--- src/hw/rtl/cwss_pkg.sv ---
// Shared types, constants and sine table generator for the chirp segment synthesizer.
package cwss_pkg;

  // Defaults for the top-level parameters
  localparam int LUT_BITS_DEF   = 8;
  localparam int INDEX_BITS_DEF = 20;
  localparam int MIX_BITS_DEF   = 24;

  // Configuration port
  localparam int CFG_IDX_W  = 3;
  localparam int CFG_DATA_W = 32;

  // Arithmetic widths
  localparam int MUL_W  = 33;           // shared multiplier operand width
  localparam int PROD_W = 2 * MUL_W;    // full signed product
  localparam int ADD_W  = PROD_W - 31;  // product after the Q31 scaling shift
  localparam int WAVE_W = 18;           // waveform sample, -98304..32768

  localparam logic signed [WAVE_W-1:0] WAVE_ONE = 18'sd32768;

  // Sine table generation
  localparam int                SINE_SCALE = 32700;
  localparam longint unsigned   TWO_PI_Q32 = 64'd26986075409;

  typedef enum logic [CFG_IDX_W-1:0] {
    REG_START_PHASE = 3'd0,
    REG_START_STEP  = 3'd1,
    REG_CHIRP_RATE  = 3'd2,
    REG_START_AMP   = 3'd3,
    REG_AMP_STEP    = 3'd4,
    REG_PULSE_WIDTH = 3'd5,
    REG_WAVEFORM    = 3'd6,
    REG_SEG_LENGTH  = 3'd7
  } cfg_reg_t;

  typedef enum logic [2:0] {
    WAVE_SINE     = 3'd0,
    WAVE_SAW      = 3'd1,
    WAVE_SQUARE   = 3'd2,
    WAVE_TRIANGLE = 3'd3,
    WAVE_ASIN     = 3'd4,
    WAVE_PARABOLA = 3'd5,
    WAVE_QUANT    = 3'd6,
    WAVE_PULSE    = 3'd7
  } wave_t;

  typedef enum logic [2:0] {
    ST_IDLE,
    ST_LOAD,
    ST_MUL1,
    ST_MUL2,
    ST_DONE
  } seq_state_t;

  // Controls from the sequencer to the datapath
  typedef struct packed {
    logic in_ready;  // take an input transfer
    logic lut_en;    // register table operands
    logic mul_en;    // load the shared multiplier product
    logic mul_amp;   // multiplier computes amplitude times waveform
    logic commit;    // emit result and advance segment state
  } seq_ctl_t;

  // One quarter-wave sample in Q28 by a truncated Taylor series, scaled to 32700
  function automatic logic signed [15:0] quarter_sine(input int q, input int lut_bits);
    longint unsigned x;
    longint unsigned x2;
    longint unsigned term;
    longint          sum;
    x    = (64'(q) * TWO_PI_Q32) >> (lut_bits + 4);
    x2   = (x * x) >> 28;
    term = x;
    sum  = longint'(x);
    for (int k = 1; k <= 8; k++) begin
      term = (term * x2) >> 28;
      case (k)
        1:       term = term / 6;
        2:       term = term / 20;
        3:       term = term / 42;
        4:       term = term / 72;
        5:       term = term / 110;
        6:       term = term / 156;
        7:       term = term / 210;
        default: term = term / 272;
      endcase
      if ((k % 2) == 1) begin
        sum = sum - longint'(term);
      end else begin
        sum = sum + longint'(term);
      end
    end
    if (sum < 0) begin
      sum = 0;
    end
    if (sum > (longint'(1) <<< 28)) begin
      sum = longint'(1) <<< 28;
    end
    return 16'((unsigned'(sum) * 64'(SINE_SCALE)) >> 28);
  endfunction

  // Full-wave table entry, folded from the quarter wave with forced zero and peaks
  function automatic logic signed [15:0] sine_entry(input int i, input int lut_bits);
    int                 n;
    int                 qtr;
    int                 half;
    logic signed [15:0] v;
    n    = 1 << lut_bits;
    qtr  = n >> 2;
    half = n >> 1;
    if (i <= qtr) begin
      v = quarter_sine(i, lut_bits);
    end else if (i <= half) begin
      v = quarter_sine(half - i, lut_bits);
    end else if (i <= half + qtr) begin
      v = -quarter_sine(i - half, lut_bits);
    end else begin
      v = -quarter_sine(n - i, lut_bits);
    end
    if (i == 0 || i == half || i == n) begin
      v = '0;
    end else if (i == qtr) begin
      v = 16'(SINE_SCALE);
    end else if (i == half + qtr) begin
      v = -16'(SINE_SCALE);
    end
    return v;
  endfunction

endpackage

--- src/hw/rtl/cwss_mul.sv ---
// Shared signed multiplier with registered product.
module cwss_mul
  import cwss_pkg::*;
(
  input  logic                     clk,
  input  logic                     en,
  input  logic signed [MUL_W-1:0]  a,
  input  logic signed [MUL_W-1:0]  b,
  output logic signed [PROD_W-1:0] prod_r
);

  // Load the product when the sequencer asks
  always_ff @(posedge clk) begin
    if (en) begin
      prod_r <= PROD_W'(a) * PROD_W'(b);
    end
  end

endmodule

--- config.mk ---
export PLATFORM = sky130hd
export DESIGN_NAME = cwss_mul
export DESIGN_NICKNAME = d
export VERILOG_FILES = /design/src/hw/rtl/cwss_pkg.sv /design/src/hw/rtl/cwss_mul.sv
export SDC_FILE = /design/constraint.sdc
export NUM_CORES = 2
export LEC_CHECK = 0
export BUFFER_PORTS_ARGS = -buffer_cell sky130_fd_sc_hd__buf_2
export CORE_AREA = 2 2 410 412
export DETAILED_ROUTE_END_ITERATION = 8
export DIE_AREA = 0 0 412 414
export PLACE_DENSITY_LB_ADDON = 0.12
export RECOVER_POWER = 50
export REMOVE_ABC_BUFFERS = 1
export SLEW_MARGIN = 20
export SYNTH_ARGS = -nofsm -noshare
export SYNTH_HDL_FRONTEND = slang
export SYNTH_SLANG_ARGS = --single-unit
export TNS_END_PERCENT = 100
--- constraint.sdc ---
create_clock -name clk -period 13.4 [get_ports clk]
set_input_delay 2.01 -clock clk [delete_from_list [all_inputs] [get_ports clk]]
set_output_delay 2.01 -clock clk [all_outputs]
set_load 0.05 [all_outputs]
# After elaboration in Yosys (flattened, before gate mapping)
# Cells that the tools add are included.
# totals
output_inout_bits	66
n_memories	0
mem_bits_ro	0
latchBits	0
ramBits	0
wordCells	2
register_bits	66
# op_classes
n_reduce_logical	0
div_mod_pow	0
n_eq_ne	0
add_sub_neg	0
bitwise_logic	0
shift	0
magnitude_cmp	0
n_mul	1
muxes	0
# ops
op	count
33-bit by 33-bit multiplier with 66-bit output	1

# Longest topological paths before layout
# logic_depth
ltp_word	1
depth_mapped	27

# Least setup slack after synthesis
# Ideal clock, no wire load.
# synth_path
kind	input -> register
from	in a[32]
to	reg prod_r[62] (data pin)
n_path_buf	2
stages	23
setup_slack_ps	4025
arrival_time_ps	9106
required_ps	13131
setup_time_ps	269
cell_sequence	clkbuf_1 -> nand2_1 -> inv_1 -> fa_1 -> fa_1 -> fa_1 -> fa_1 -> fa_1 -> fa_1 -> fa_1 -> inv_1 -> fa_1 -> inv_1 -> ha_1 -> clkbuf_1 -> and3_1 -> nand3_1 -> nand2b_1 -> a2111oi_4 -> a211oi_4 -> a21o_2 -> a211oi_2 -> a211oi_2
# synth_between
elab_chain_cells	1
# synth_rtl
element	line	rtl
start, declared	cwss_mul.sv:7	input logic signed [MUL_W-1:0] a,
33-bit by 33-bit multiplier with 66-bit output	cwss_mul.sv:15	prod_r <= PROD_W'(a) * PROD_W'(b);
end signal, assigned	cwss_mul.sv:15	
end, declared	cwss_mul.sv:9	output logic signed [PROD_W-1:0] prod_r
# No other way between the ends.
# A chain may end at the register's enable or synchronous reset.

# Final worst setup path
# layout_path
from	in b[9]
to	reg prod_r[59] (data pin)
# layout_between
elab_chain_cells	1
# layout_rtl
element	line	rtl
start, declared	cwss_mul.sv:8	input logic signed [MUL_W-1:0] b,
33-bit by 33-bit multiplier with 66-bit output	cwss_mul.sv:15	
# No other way between the ends.

==> results.rst <==
.. list-table::
   :header-rows: 1

   * - Metric
     - Value
   * - Run status
     - finished with violations
   * - Failing checks
     - max-capacitance violations, max-slew violations
   * - Pin count of the biggest net entering global routing
     - 67
   * - CP Class
     - input pin to register
   * - Number of flip-flops under the largest register name
     - 66
   * - Leftover overflow at the end of global routing
     - 0
   * - Sequential fraction of the synthesis area
     - 4.788%
   * - RD Place Congestion
     - 0.8421
   * - Final routed wire length divided by cell count
     - 20.10 µm
   * - CTS Hold Buffers Added
     - 0
   * - Initial DRT Pass Iterations
     - 7
   * - Critical Path Source Type
     - input pin
   * - Vias in the first global route
     - 31680
   * - DP Wirelength
     - 111200 µm
   * - Met3 Usage GRT
     - 1.058%
   * - Global routing usage on met2
     - 27.32%
   * - Top Ports
     - 134
   * - Ys async rst share
     - 0%
   * - Die boundary width
     - 412 µm
   * - Highest Clock Rate
     - 0.09743 GHz
   * - Layout net count
     - 5723
   * - Min-Delay Path Class
     - input pin to register
   * - Crit path max-delay family
     - adder cells
   * - Vias per std cell
     - 4.289
   * - Busiest layer in global routing
     - met2
   * - Die Outline Area
     - 170600 µm²
   * - Min Clock Period, post-route
     - 10.26 ns
   * - Resize count post-CTS
     - 0
   * - Rel. slew slack
     - -181.8%
   * - Max-slew violations
     - 67
   * - Starting Density
     - 24.89%
   * - Number of hold-slack violations in the final timing report
     - 0
   * - Total number of placement rows
     - 150
   * - Count of filler cells inserted in the layout
     - 18010
   * - Clk root buf
     - clkbuf_16
   * - Worst hold margin
     - 2.322 ns
   * - Worst path required time
     - 13.60 ns
   * - Wire length of the first global-routing pass
     - 203000 µm
   * - Register bank with the most flops
     - prod_r
   * - Vias
     - 27900
   * - Total core area
     - 166300 µm²
   * - Global Route met1 Usage
     - 22.32%
   * - Count of flip-flops with a built-in enable after synthesis
     - 66
   * - Crit path max-delay cell type
     - fa_1
   * - RSZ-0062 raised after global routing
     - no
   * - Share of post-route cells with drive strength above 1
     - 4.281%
   * - Distinct cells, synth
     - 80
   * - Number of I/O port buffers
     - 133
   * - Most used cell along the critical path
     - fa_1
   * - Maximum cell stage delay along the critical path
     - 0.86 ns
   * - Cell count after synthesis
     - 4338
   * - Synthesized area per cell
     - 9.542 µm²
   * - Leading registers by flop count
     - prod_r (66)
   * - Cell Area, Synth
     - 41390 µm²
   * - Wire length reported by the detailed router
     - 130800 µm
   * - Synth Register Bits
     - 66
   * - Period utilization
     - 76.60%
   * - Setup violators final
     - 0
   * - Antenna-violating nets left
     - 0
   * - Critical path peak fanout
     - 25
   * - TritonCTS clock tree
     - done
   * - Number of buffers created by CTS
     - 9
   * - Height of the die
     - 414 µm
   * - Initial antenna violation count
     - 10
   * - Deepest level of the CTS H-tree
     - 3
   * - Area grow syn2layout
     - 7.541%
   * - Number of buffers and inverters on the critical path
     - 5
   * - Endpoint kind of the worst setup timing path
     - register
   * - Register clock-pin slew on the reported worst setup and hold paths
     - 0.06 ns
   * - Primary FF master, synth
     - edfxtp_1
   * - Initial DRC count
     - 1354
   * - Clock tree sinks
     - 66
   * - Least-Margin Pin Slew
     - 4.226 ns
   * - Signal arrival time at the worst endpoint
     - 10.46 ns
   * - Setup TNS
     - 0 ns
   * - Number of buffers added for setup after CTS
     - 0
   * - Remaining DRCs
     - 0
   * - Series of cell instances along the critical path
     - buf_2, buf_4, nand2_1, fa_1, fa_1, fa_1, inv_1, fa_1, fa_1, fa_1, fa_1, inv_1, fa_1, inv_1, ha_1, and3_1, nand4_1, nor4_1, a21oi_4, o31ai_2, xor2_1
   * - Yosys synthesis warning count
     - 0
   * - Maximum clock insertion buffer count
     - 2
   * - Max capacitance violation total
     - 1
   * - Combined global-route utilization of all metal layers
     - 15.80%
==> cells in the mapped netlist (12+ instances only) <==
cell type,instances,area share [%]
a21o_1,36,0.65
a21oi_1,57,0.69
and2_1,562,8.5
clkbuf_1,208,1.9
edfxtp_1,66,4.8
fa_1,1145,55
ha_1,217,6.6
inv_1,1131,10
nand2_1,551,5.0
nand2b_1,12,0.18
nand3_1,25,0.30
nor2_1,68,0.62
o21ai_0,25,0.30
xnor2_1,43,0.91
xor2_1,25,0.53
==> cells in the final DEF (no fill, tap or decap), types with 36 or more instances in the layout <==
cell	n
a21oi_1	57
nor2_1	68
buf_2	100
fa_1	1144
a21o_1	36
ha_1	217
edfxtp_1	66
nand2_1	551
xnor2_1	43
inv_1	1131
and2_1	562
==> metrics by stage <==
stage | utilization (%) | instances | worst slack, ns | area, µm²
after floorplan | - | 4117 | 4.379 | 40540
after CTS | 26.80 | 6502 | 3.116 | 44560
after global routing | 26.77 | 6502 | 2.734 | 44510
final | 26.77 | 6505 | 3.136 | 44520
after detailed placement | 26.59 | 6486 | 2.718 | 44210
after global placement | 26.59 | 6486 | 2.528 | 44210
==> cell families (layout without fill, tap and decap cells) <==
group,count (synthesis),in the layout,synth area share (%)
compound gates,219,219,4.002
xor+xnor,68,68,1.439
fa+ha+maj,1362,1362,61.93
buf+inv,1352,1312,12.31
flops,66,66,4.788
other cells,0,3,0
simple gates,1271,1271,15.53
==> layout make-up <==
cell class | instances | area (µm²) | area share, %
flip-flops and latches | 66 | 1982 | 4.452
inverters | 1131 | 4245 | 9.537
clock buffers | 10 | 229.0 | 0.5143
multi-input cells | 2920 | 34320 | 77.09
well taps | 2204 | 2758 | 6.195
repair buffers | 165 | 860.8 | 1.934
diodes | 3 | 7.507 | 0.01686
clock inverters | 6 | 115.1 | 0.2586
==> routing by layer <==
layer | vias up | share of wire, % | wire [µm]
met5 | - | 0 | 0
met4 | 0 | 0.79 | 1032
met3 | 44 | 2.7 | 3509
met2 | 395 | 50 | 65500
met1 | 15160 | 46 | 60740
li1 | 12300 | - | -
==> worst paths after layout <==
check | startpoint | end | slack (ns) | cells after the start
setup / recovery | b[9] | prod_r[59]$_DFFE_PP_ | 3.14 | 21
hold / removal | b[0] | prod_r[0]$_DFFE_PP_ | 2.32 | 2
Power is not shown: default switching activity piles up to over one toggle a cycle in this logic, so the estimate is an artifact.
