[config.mk]
export PLATFORM = sky130hd
export DESIGN_NAME = cwss_seq
export DESIGN_NICKNAME = d
export VERILOG_FILES = /design/src/hw/rtl/cwss_pkg.sv /design/src/hw/rtl/cwss_seq.sv
export SDC_FILE = /design/constraint.sdc
export NUM_CORES = 1
export LEC_CHECK = 0
export BUFFER_PORTS_ARGS = -buffer_cell sky130_fd_sc_hd__buf_2
export CAP_MARGIN = 30
export CORE_AREA = 2 2 39 41
export DETAILED_ROUTE_END_ITERATION = 6
export DIE_AREA = 0 0 41 43
export GPL_TIMING_DRIVEN = 0
export PLACE_DENSITY = 0.32
export SYNTH_ARGS = -nofsm -noshare
export SYNTH_HDL_FRONTEND = slang
export SYNTH_SLANG_ARGS = --single-unit
[constraint.sdc]
create_clock -name clk -period 2 [get_ports clk]
set_input_delay 0.2 -clock clk [delete_from_list [all_inputs] [get_ports clk]]
set_output_delay 0.2 -clock clk [all_outputs]
set_load 0.01 [all_outputs]
[src/hw/rtl/cwss_pkg.sv]
// Shared types, constants and sine table generator for the chirp segment synthesizer.
package cwss_pkg;

  // Defaults for the top-level parameters
  localparam int LUT_BITS_DEF   = 8;
  localparam int INDEX_BITS_DEF = 20;
  localparam int MIX_BITS_DEF   = 24;

  // Configuration port
  localparam int CFG_IDX_W  = 3;
  localparam int CFG_DATA_W = 32;

  // Arithmetic widths
  localparam int MUL_W  = 33;           // shared multiplier operand width
  localparam int PROD_W = 2 * MUL_W;    // full signed product
  localparam int ADD_W  = PROD_W - 31;  // product after the Q31 scaling shift
  localparam int WAVE_W = 18;           // waveform sample, -98304..32768

  localparam logic signed [WAVE_W-1:0] WAVE_ONE = 18'sd32768;

  // Sine table generation
  localparam int                SINE_SCALE = 32700;
  localparam longint unsigned   TWO_PI_Q32 = 64'd26986075409;

  typedef enum logic [CFG_IDX_W-1:0] {
    REG_START_PHASE = 3'd0,
    REG_START_STEP  = 3'd1,
    REG_CHIRP_RATE  = 3'd2,
    REG_START_AMP   = 3'd3,
    REG_AMP_STEP    = 3'd4,
    REG_PULSE_WIDTH = 3'd5,
    REG_WAVEFORM    = 3'd6,
    REG_SEG_LENGTH  = 3'd7
  } cfg_reg_t;

  typedef enum logic [2:0] {
    WAVE_SINE     = 3'd0,
    WAVE_SAW      = 3'd1,
    WAVE_SQUARE   = 3'd2,
    WAVE_TRIANGLE = 3'd3,
    WAVE_ASIN     = 3'd4,
    WAVE_PARABOLA = 3'd5,
    WAVE_QUANT    = 3'd6,
    WAVE_PULSE    = 3'd7
  } wave_t;

  typedef enum logic [2:0] {
    ST_IDLE,
    ST_LOAD,
    ST_MUL1,
    ST_MUL2,
    ST_DONE
  } seq_state_t;

  // Controls from the sequencer to the datapath
  typedef struct packed {
    logic in_ready;  // take an input transfer
    logic lut_en;    // register table operands
    logic mul_en;    // load the shared multiplier product
    logic mul_amp;   // multiplier computes amplitude times waveform
    logic commit;    // emit result and advance segment state
  } seq_ctl_t;

  // One quarter-wave sample in Q28 by a truncated Taylor series, scaled to 32700
  function automatic logic signed [15:0] quarter_sine(input int q, input int lut_bits);
    longint unsigned x;
    longint unsigned x2;
    longint unsigned term;
    longint          sum;
    x    = (64'(q) * TWO_PI_Q32) >> (lut_bits + 4);
    x2   = (x * x) >> 28;
    term = x;
    sum  = longint'(x);
    for (int k = 1; k <= 8; k++) begin
      term = (term * x2) >> 28;
      case (k)
        1:       term = term / 6;
        2:       term = term / 20;
        3:       term = term / 42;
        4:       term = term / 72;
        5:       term = term / 110;
        6:       term = term / 156;
        7:       term = term / 210;
        default: term = term / 272;
      endcase
      if ((k % 2) == 1) begin
        sum = sum - longint'(term);
      end else begin
        sum = sum + longint'(term);
      end
    end
    if (sum < 0) begin
      sum = 0;
    end
    if (sum > (longint'(1) <<< 28)) begin
      sum = longint'(1) <<< 28;
    end
    return 16'((unsigned'(sum) * 64'(SINE_SCALE)) >> 28);
  endfunction

  // Full-wave table entry, folded from the quarter wave with forced zero and peaks
  function automatic logic signed [15:0] sine_entry(input int i, input int lut_bits);
    int                 n;
    int                 qtr;
    int                 half;
    logic signed [15:0] v;
    n    = 1 << lut_bits;
    qtr  = n >> 2;
    half = n >> 1;
    if (i <= qtr) begin
      v = quarter_sine(i, lut_bits);
    end else if (i <= half) begin
      v = quarter_sine(half - i, lut_bits);
    end else if (i <= half + qtr) begin
      v = -quarter_sine(i - half, lut_bits);
    end else begin
      v = -quarter_sine(n - i, lut_bits);
    end
    if (i == 0 || i == half || i == n) begin
      v = '0;
    end else if (i == qtr) begin
      v = 16'(SINE_SCALE);
    end else if (i == half + qtr) begin
      v = -16'(SINE_SCALE);
    end
    return v;
  endfunction

endpackage

[src/hw/rtl/cwss_seq.sv]
// Per-sample sequencer: table read, two multiplier passes, result commit.
module cwss_seq
  import cwss_pkg::*;
(
  input  logic     clk,
  input  logic     rst_n,
  input  logic     in_valid,
  input  logic     out_free,
  output seq_ctl_t ctl
);

  seq_state_t state_r;
  seq_state_t state_nxt;

  // Next state
  always_comb begin
    state_nxt = state_r;
    case (state_r)
      ST_IDLE: begin
        if (in_valid) begin
          state_nxt = ST_LOAD;
        end
      end
      ST_LOAD: state_nxt = ST_MUL1;
      ST_MUL1: state_nxt = ST_MUL2;
      ST_MUL2: state_nxt = ST_DONE;
      ST_DONE: begin
        if (out_free) begin
          state_nxt = ST_IDLE;
        end
      end
      default: state_nxt = ST_IDLE;
    endcase
  end

  always_ff @(posedge clk) begin
    if (!rst_n) begin
      state_r <= ST_IDLE;
    end else begin
      state_r <= state_nxt;
    end
  end

  // Outputs
  always_comb begin
    ctl = '0;
    case (state_r)
      ST_IDLE: ctl.in_ready = 1'b1;
      ST_LOAD: ctl.lut_en   = 1'b1;
      ST_MUL1: ctl.mul_en   = 1'b1;
      ST_MUL2: begin
        ctl.mul_en  = 1'b1;
        ctl.mul_amp = 1'b1;
      end
      ST_DONE: ctl.commit = out_free;
      default: ctl = '0;
    endcase
  end

endmodule
* After elaboration in Yosys (flattened, before gate mapping)
Index checks and enable logic that the tools add are counted.
** Operators by class
- Equal/unequal tests :: 6
- Muxes and demuxes :: 8
- Reductions and logical operators :: 3
** Operators with widths (number)
- $pmux 3 s5 :: 1
- $eq 3x2->1 const B :: 2
- $mux 3 :: 2
- $mux 1 :: 5
- $ne 2x2->1 const B :: 2
- $eq 3x1->1 const B :: 1
- $eq 3x3->1 const B :: 1
- $logic_not 3->1 :: 1
- $reduce_and 2->1 :: 1
- $reduce_or 2->1 :: 1
** Storage, ports and cells
- Flip-flop bits (word level) :: 3
- Bits of input ports :: 4
- Word-level logic and storage cells :: 18

* Depth between registers and ports, before layout
Gate-level depths: netlist of the first run.
- Depth in word-level cells :: 3
- Gate-level depth with buffers :: 3
- Gate-level depth less buffers :: 2

* Worst setup path before layout of the first run
Ideal clock, no wire load.
- Path type :: register to output
- Start :: register state_r[1]
- End :: output ctl[3] in the netlist's numbering
- Arrival :: 736 ps
- Data required time :: 1800 ps
- Slack :: 1064 ps
- Stages on the path, launching flop included :: 3
- Path buffers :: 1
- Cells stage by stage :: dfxtp_1 > buf_6 > nor3b_1
** RTL lines
- start: declaration :: line cwss_seq.sv:12 : seq_state_t state_r;
- start signal: assignment :: line cwss_seq.sv:40 : state_r <= state_nxt;
- end: declaration :: line cwss_seq.sv:9 : output seq_ctl_t ctl

==> impl_metrics.yaml, run 1 <==
place:
  placed_area_sq_um: 211
  io_buffers: 8
  hpwl_microns: 273
  routabilityCongestion: 0.626
  dp_cells: 41
  post-place-ws_ns: 1.03
route:
  wl_per_cell_microns: 8.00
  drt_pre_antenna_iters: 2
  drcViolationCount: 0
  antenna_left: 0
  drt_iter0_drc: 2
  vias: 166
  routed_wl_microns: 360
  via_per_inst: 3.69
finish:
  instances_no_fill: 45
  largest-register: "state_r"
  top_regs: "state_r (3)"
  largest_register_ffs: 3
  final_area_sq_um: 238
  final_nets: 34
  area_growth_pct: 57.0
  antenna-diode-count: 0
  drive_gt1_share_pct: 41.4
logic_synthesis:
  synth_seq_area_share_pct: 39.7
  synthTopCellsByArea: "dfxtp_1 40%, nor3_1 9.9%, buf_6 7.4%"
  synth-edff-count: 0
  ys.warnings.count: 0
  synth_top_cells_by_count: "3 x dfxtp_1, 3 x nor3_1, 2 x nor2_1"
  synth_fp_nets: 21
  synth_flop_cell: "dfxtp_1"
  synth_top_area_share_pct: 39.7
  syn_area_sq_um: 151
  ys_ff_latch: 3
  syn-instance-count: 17
  avgSynthCellArea_sq_um: 8.91
  ys_async_sr_fraction_pct: 0
  synth_top_area_cell: "dfxtp_1"
  ys_types: 12
floorplan:
  initial_core_util_pct: 10.9
  die_area_sq_um: 1760
  die_h_microns: 43
  die_w_microns: 41
  row_count: 14
  coreArea_sq_um: 1380
  pin_count: 9
sta:
  clock-skew-final_ns: 0.0000930
  hold_ws_ns: 0.184
  rsz0062_at_grt: "no"
  setup_tns_ns: 0
  period_minus_slack_ns: 1.23
  setup_slack_ns: 0.772
  setup_viol: 0
  worst_slew_pin_slew_ns: 0.278
  min_period_over_period_pct: 61.4
  slew_headroom_pct: 81.2
  hold_viol: 0
  slew_viol_final: 0
  max_freq_ghz: 0.815
clock_tree:
  htree_levels: 1
  clkSinkCount: 3
  cts-resized-gates: 0
  clk_latency_ns: 0.24
  postCtsHoldBufs: 0
  clock-root-buffer: "clkbuf_4"
  cts_buffer_depth: 2
  cts.clk_slew.worst_paths_ns: 0.04
  tritoncts.num_buffers: 3
  cts_tree: "built"
  cts_setup_buffers: 0
critical_path:
  critical_path_class: "reg2out"
  cp-end-kind: "output port"
  path_cells: "nor3b_1 -> buf_2"
  cp_slowest_cell: "dfxtp_1"
  critPathBufInv: 1
  worst_ep_arrival_time_ns: 1.03
  cp_max_fo: 7
  path_delay_family: "flip-flops"
  cp.required_ns: 1.80
  cp_slowest_stage_delay_ns: 0.43
  start_kind: "flip-flop"
global_route:
  grt_overflow: 0
  grt_pass1_vias: 174
  grtUsageTotal_pct: 6.62
  antenna_found_initial: 0
  grt_max_degree: 9
  grt_pass1_wl_microns: 683
power:
  power.density_nw_per_um2: 938
  max-vdd-ir-drop_v: 0.000149
  power.leakage_nw: 0.111
flow_run:
  cap_violations: 0
hold_path:
  hp-class: "in2reg"
run_status:
  outcome: "finished, final reports clean"
-- per-stage QoR --
| step | power (W) | util, % |
|---|---|---|
| final | 0.000223 | 17.2 |
| after global routing | 0.000233 | 17.2 |
| after CTS | 0.000226 | 17.2 |
| after detailed placement | 0.000115 | 15.3 |
| after global placement | 0.000114 | 15.3 |
| after floorplan | 0.0000990 | - |
-- routing by layer --
| metal | vias to the layer above | share of wire, % | GRT usage (%) |
|---|---|---|---|
| met5 | - | 0 | 0 |
| met4 | 0 | 4.2 | 10.0 |
| met3 | 2 | 1.1 | 3.14 |
| met2 | 3 | 66 | 8.75 |
| met1 | 79 | 29 | 5.45 |
| li1 | 82 | - | - |
-- worst reg2reg max path, stage by stage (launching register included) --
cell	delay (ns)
dfxtp_1	0.30
buf_6	0.13
nor4b_1	0.32
o21a_1	0.14
-- worst paths after layout --
check | startpoint | end | slack (ns) | cells after the start
max | state_r[0] | ctl[3] | 0.77 | 2
min | rst_n | state_r[2] | 0.18 | 2
max reg2reg | state_r[1] | state_r[2] | 1.07 | 3
min reg2reg | state_r[0] | state_r[0] | 0.57 | 1
-- layout make-up --
| class | count | area (sq um) |
|---|---|---|
| Fill cell | 165 | 1150 |
| Multi-Input combinational cell | 13 | 80.1 |
| Sequential cell | 3 | 60.1 |
| Timing Repair Buffer | 8 | 40.0 |
| Clock buffer | 4 | 26.3 |
| Tap cell | 16 | 20.0 |
| Buffer | 1 | 11.3 |
-- power by group --
group | switching (W) | internal (W)
clock | 0.0000344 | 0.0000750
combinational | 0.0000203 | 0.0000225
sequential | 0.00000531 | 0.0000654
total | 0.0000600 | 0.000163
-- cells in the final DEF (no fill, tap or decap) --
cell type	instances
o21a_1	1
dfxtp_1	3
clkbuf_4	3
nor2b_1	1
nand2_1	1
nor3b_1	1
clkbuf_1	1
nor3_1	3
buf_6	1
nand2b_1	1
nor2_1	2
buf_2	8
and3b_1	1
nor4b_1	1
xnor2_1	1
-- kinds of logic after synthesis --
family          after synthesis  synth area share, %
buf+inv                       1                 7.44
simple gates                 11                 42.2
compound gates                1                 4.96
flops                         3                 39.7
xor+xnor                      1                 5.79
(Power assumes the default switching activity.)
==> inputs of run 2 (changes only) <==
Settings changed: PLACE_DENSITY 0.32 to 0.33.
Clock period 2 ns to 1.1 ns, I/O delays scaled along.
==> impl_metrics.yaml, run 2 (synthesized netlist as in run 1, its figures left out) <==
run_status:
  outcome: "finished, final reports clean"
clock_tree:
  tritoncts.num_buffers: 3
  cts_tree: "built"
  clock-root-buffer: "clkbuf_4"
  cts.clk_slew.worst_paths_ns: 0.04
  cts_buffer_depth: 2
  htree_levels: 1
  clk_latency_ns: 0.23
  clkSinkCount: 3
finish:
  final_nets: 35
  utilization_pct: 18.7
  area_growth_pct: 71.1
  antenna-diode-count: 0
  largest-register: "state_r"
  top_regs: "state_r (3)"
  drive_gt1_share_pct: 60.0
  final_common_cell: "buf_2"
  final_cell_mix: "8 x buf_2, 3 x clkbuf_4, 3 x dfxtp_2, 2 x nor3_1, 2 x nor2_1"
  largest_register_ffs: 3
  final_area_sq_um: 259
  n_fill_cell: 157
critical_path:
  cp_slowest_cell: "dfxtp_2"
  timing.reg2reg.worst_path_depth: 3
  regToRegSetupSlack_ns: 0.18
  worst_ep_arrival_time_ns: 0.99
  crit_start: "state_r[1]"
  critical_path_class: "reg2out"
  start_kind: "flip-flop"
  cp_slowest_stage_delay_ns: 0.30
  path_cells: "buf_6 -> and3b_1 -> buf_2"
  crit_end: "ctl[1]"
  cp-end-kind: "output port"
  cp_max_fo: 8
  r2r-start: "state_r[1]"
  cp.required_ns: 0.99
  worstReg2RegEnd: "state_r[2]"
floorplan:
  coreArea_sq_um: 1380
  initial_core_util_pct: 10.9
  row_count: 14
  die_w_microns: 41
  die_area_sq_um: 1760
  die_h_microns: 43
  pin_count: 9
sta:
  min_period_over_period_pct: 99.7
  period_minus_slack_ns: 1.10
  rsz0062_at_grt: "yes"
  setup_tns_ns: 0
  slew_viol_final: 0
  worst_slew_pin_slew_ns: 0.248
  setup_viol: 0
  clock-skew-final_ns: 0.00723
  setup_slack_ns: 0.00380
  slew_headroom_pct: 83.3
  hold_viol: 0
  hold_ws_ns: 0.105
  max_freq_ghz: 0.912
global_route:
  grt_overflow: 0
  grtUsageTotal_pct: 6.01
  antenna_found_initial: 0
  grt_pass1_vias: 154
  grt_pass1_wl_microns: 634
  grt_max_degree: 9
hold_path:
  hp-class: "in2reg"
place:
  routabilityCongestion: 0.642
  io_buffers: 8
  placed_area_sq_um: 211
  hpwl_microns: 267
  post-place-ws_ns: 0.187
route:
  vias: 162
  drt_pre_antenna_iters: 2
  drcViolationCount: 0
  antenna_left: 0
  via_per_inst: 3.52
  drt_iter0_drc: 4
  wl_per_cell_microns: 9.35
  routed_wl_microns: 430
power:
  max-vdd-ir-drop_v: 0.000439
  power.leakage_nw: 0.125
  power.density_nw_per_um2: 1610
flow_run:
  cap_violations: 0
run 2: cell types whose count changed in the layout (fill, tap and decap cells not counted), sizes merged:
cell,before,now
buf,9,10
run 2: worst max-delay path: cells and delay by family (launching register included):
family                 cells  cell delay, ns
flip-flops                 1            0.30
buffers and inverters      2            0.27
AND/OR/NAND/NOR            1            0.19
run 2: worst min-delay path by stage:
stage	from	to	depth (start not counted)
2_1_floorplan	rst_n	state_r[2]	1
3_3_place_gp	rst_n	state_r[2]	2
3_5_place_dp	rst_n	state_r[2]	2
4_1_cts	rst_n	state_r[2]	2
5_1_grt	rst_n	state_r[2]	2
6_report	rst_n	state_r[2]	2
run 2: repair_timing:
action,in CTS,in global routing
gates resized for setup,3,2
setup endpoints to repair,3,4
hold endpoints to repair,0,0
hold buffers,0,0
buffers inserted,1,0
run 2: layer usage:
metal	global-route usage (%)	vias up	wire, microns
met3	3.14	0	38
met5	0	-	0
met4	8.00	0	0
met2	6.88	6	204
li1	-	84	-
met1	6.39	72	187
run 2: layout make-up:
cell class | count | area (sq um) | area share [%]
clock buffer | 4 | 26.3 | 10.1
buffer | 1 | 11.3 | 4.35
sequential | 3 | 63.8 | 24.6
multi-input combinational | 13 | 90.1 | 34.8
timing repair buffer | 9 | 47.5 | 18.4
tap | 16 | 20.0 | 7.73
run 2: per-stage QoR:
step | cells | total power [W]
finish | 46 | 0.000416
global route | 46 | 0.000447
global placement | 41 | 0.000208
floorplan | 17 | 0.000180
CTS | 46 | 0.000424
detailed placement | 41 | 0.000211
run 2: power by group:
| group | internal [W] | switching [W] |
|---|---|---|
| registers | 0.000121 | 0.0000110 |
| clock network | 0.000136 | 0.0000588 |
| logic | 0.0000478 | 0.0000418 |
| total | 0.000305 | 0.000112 |
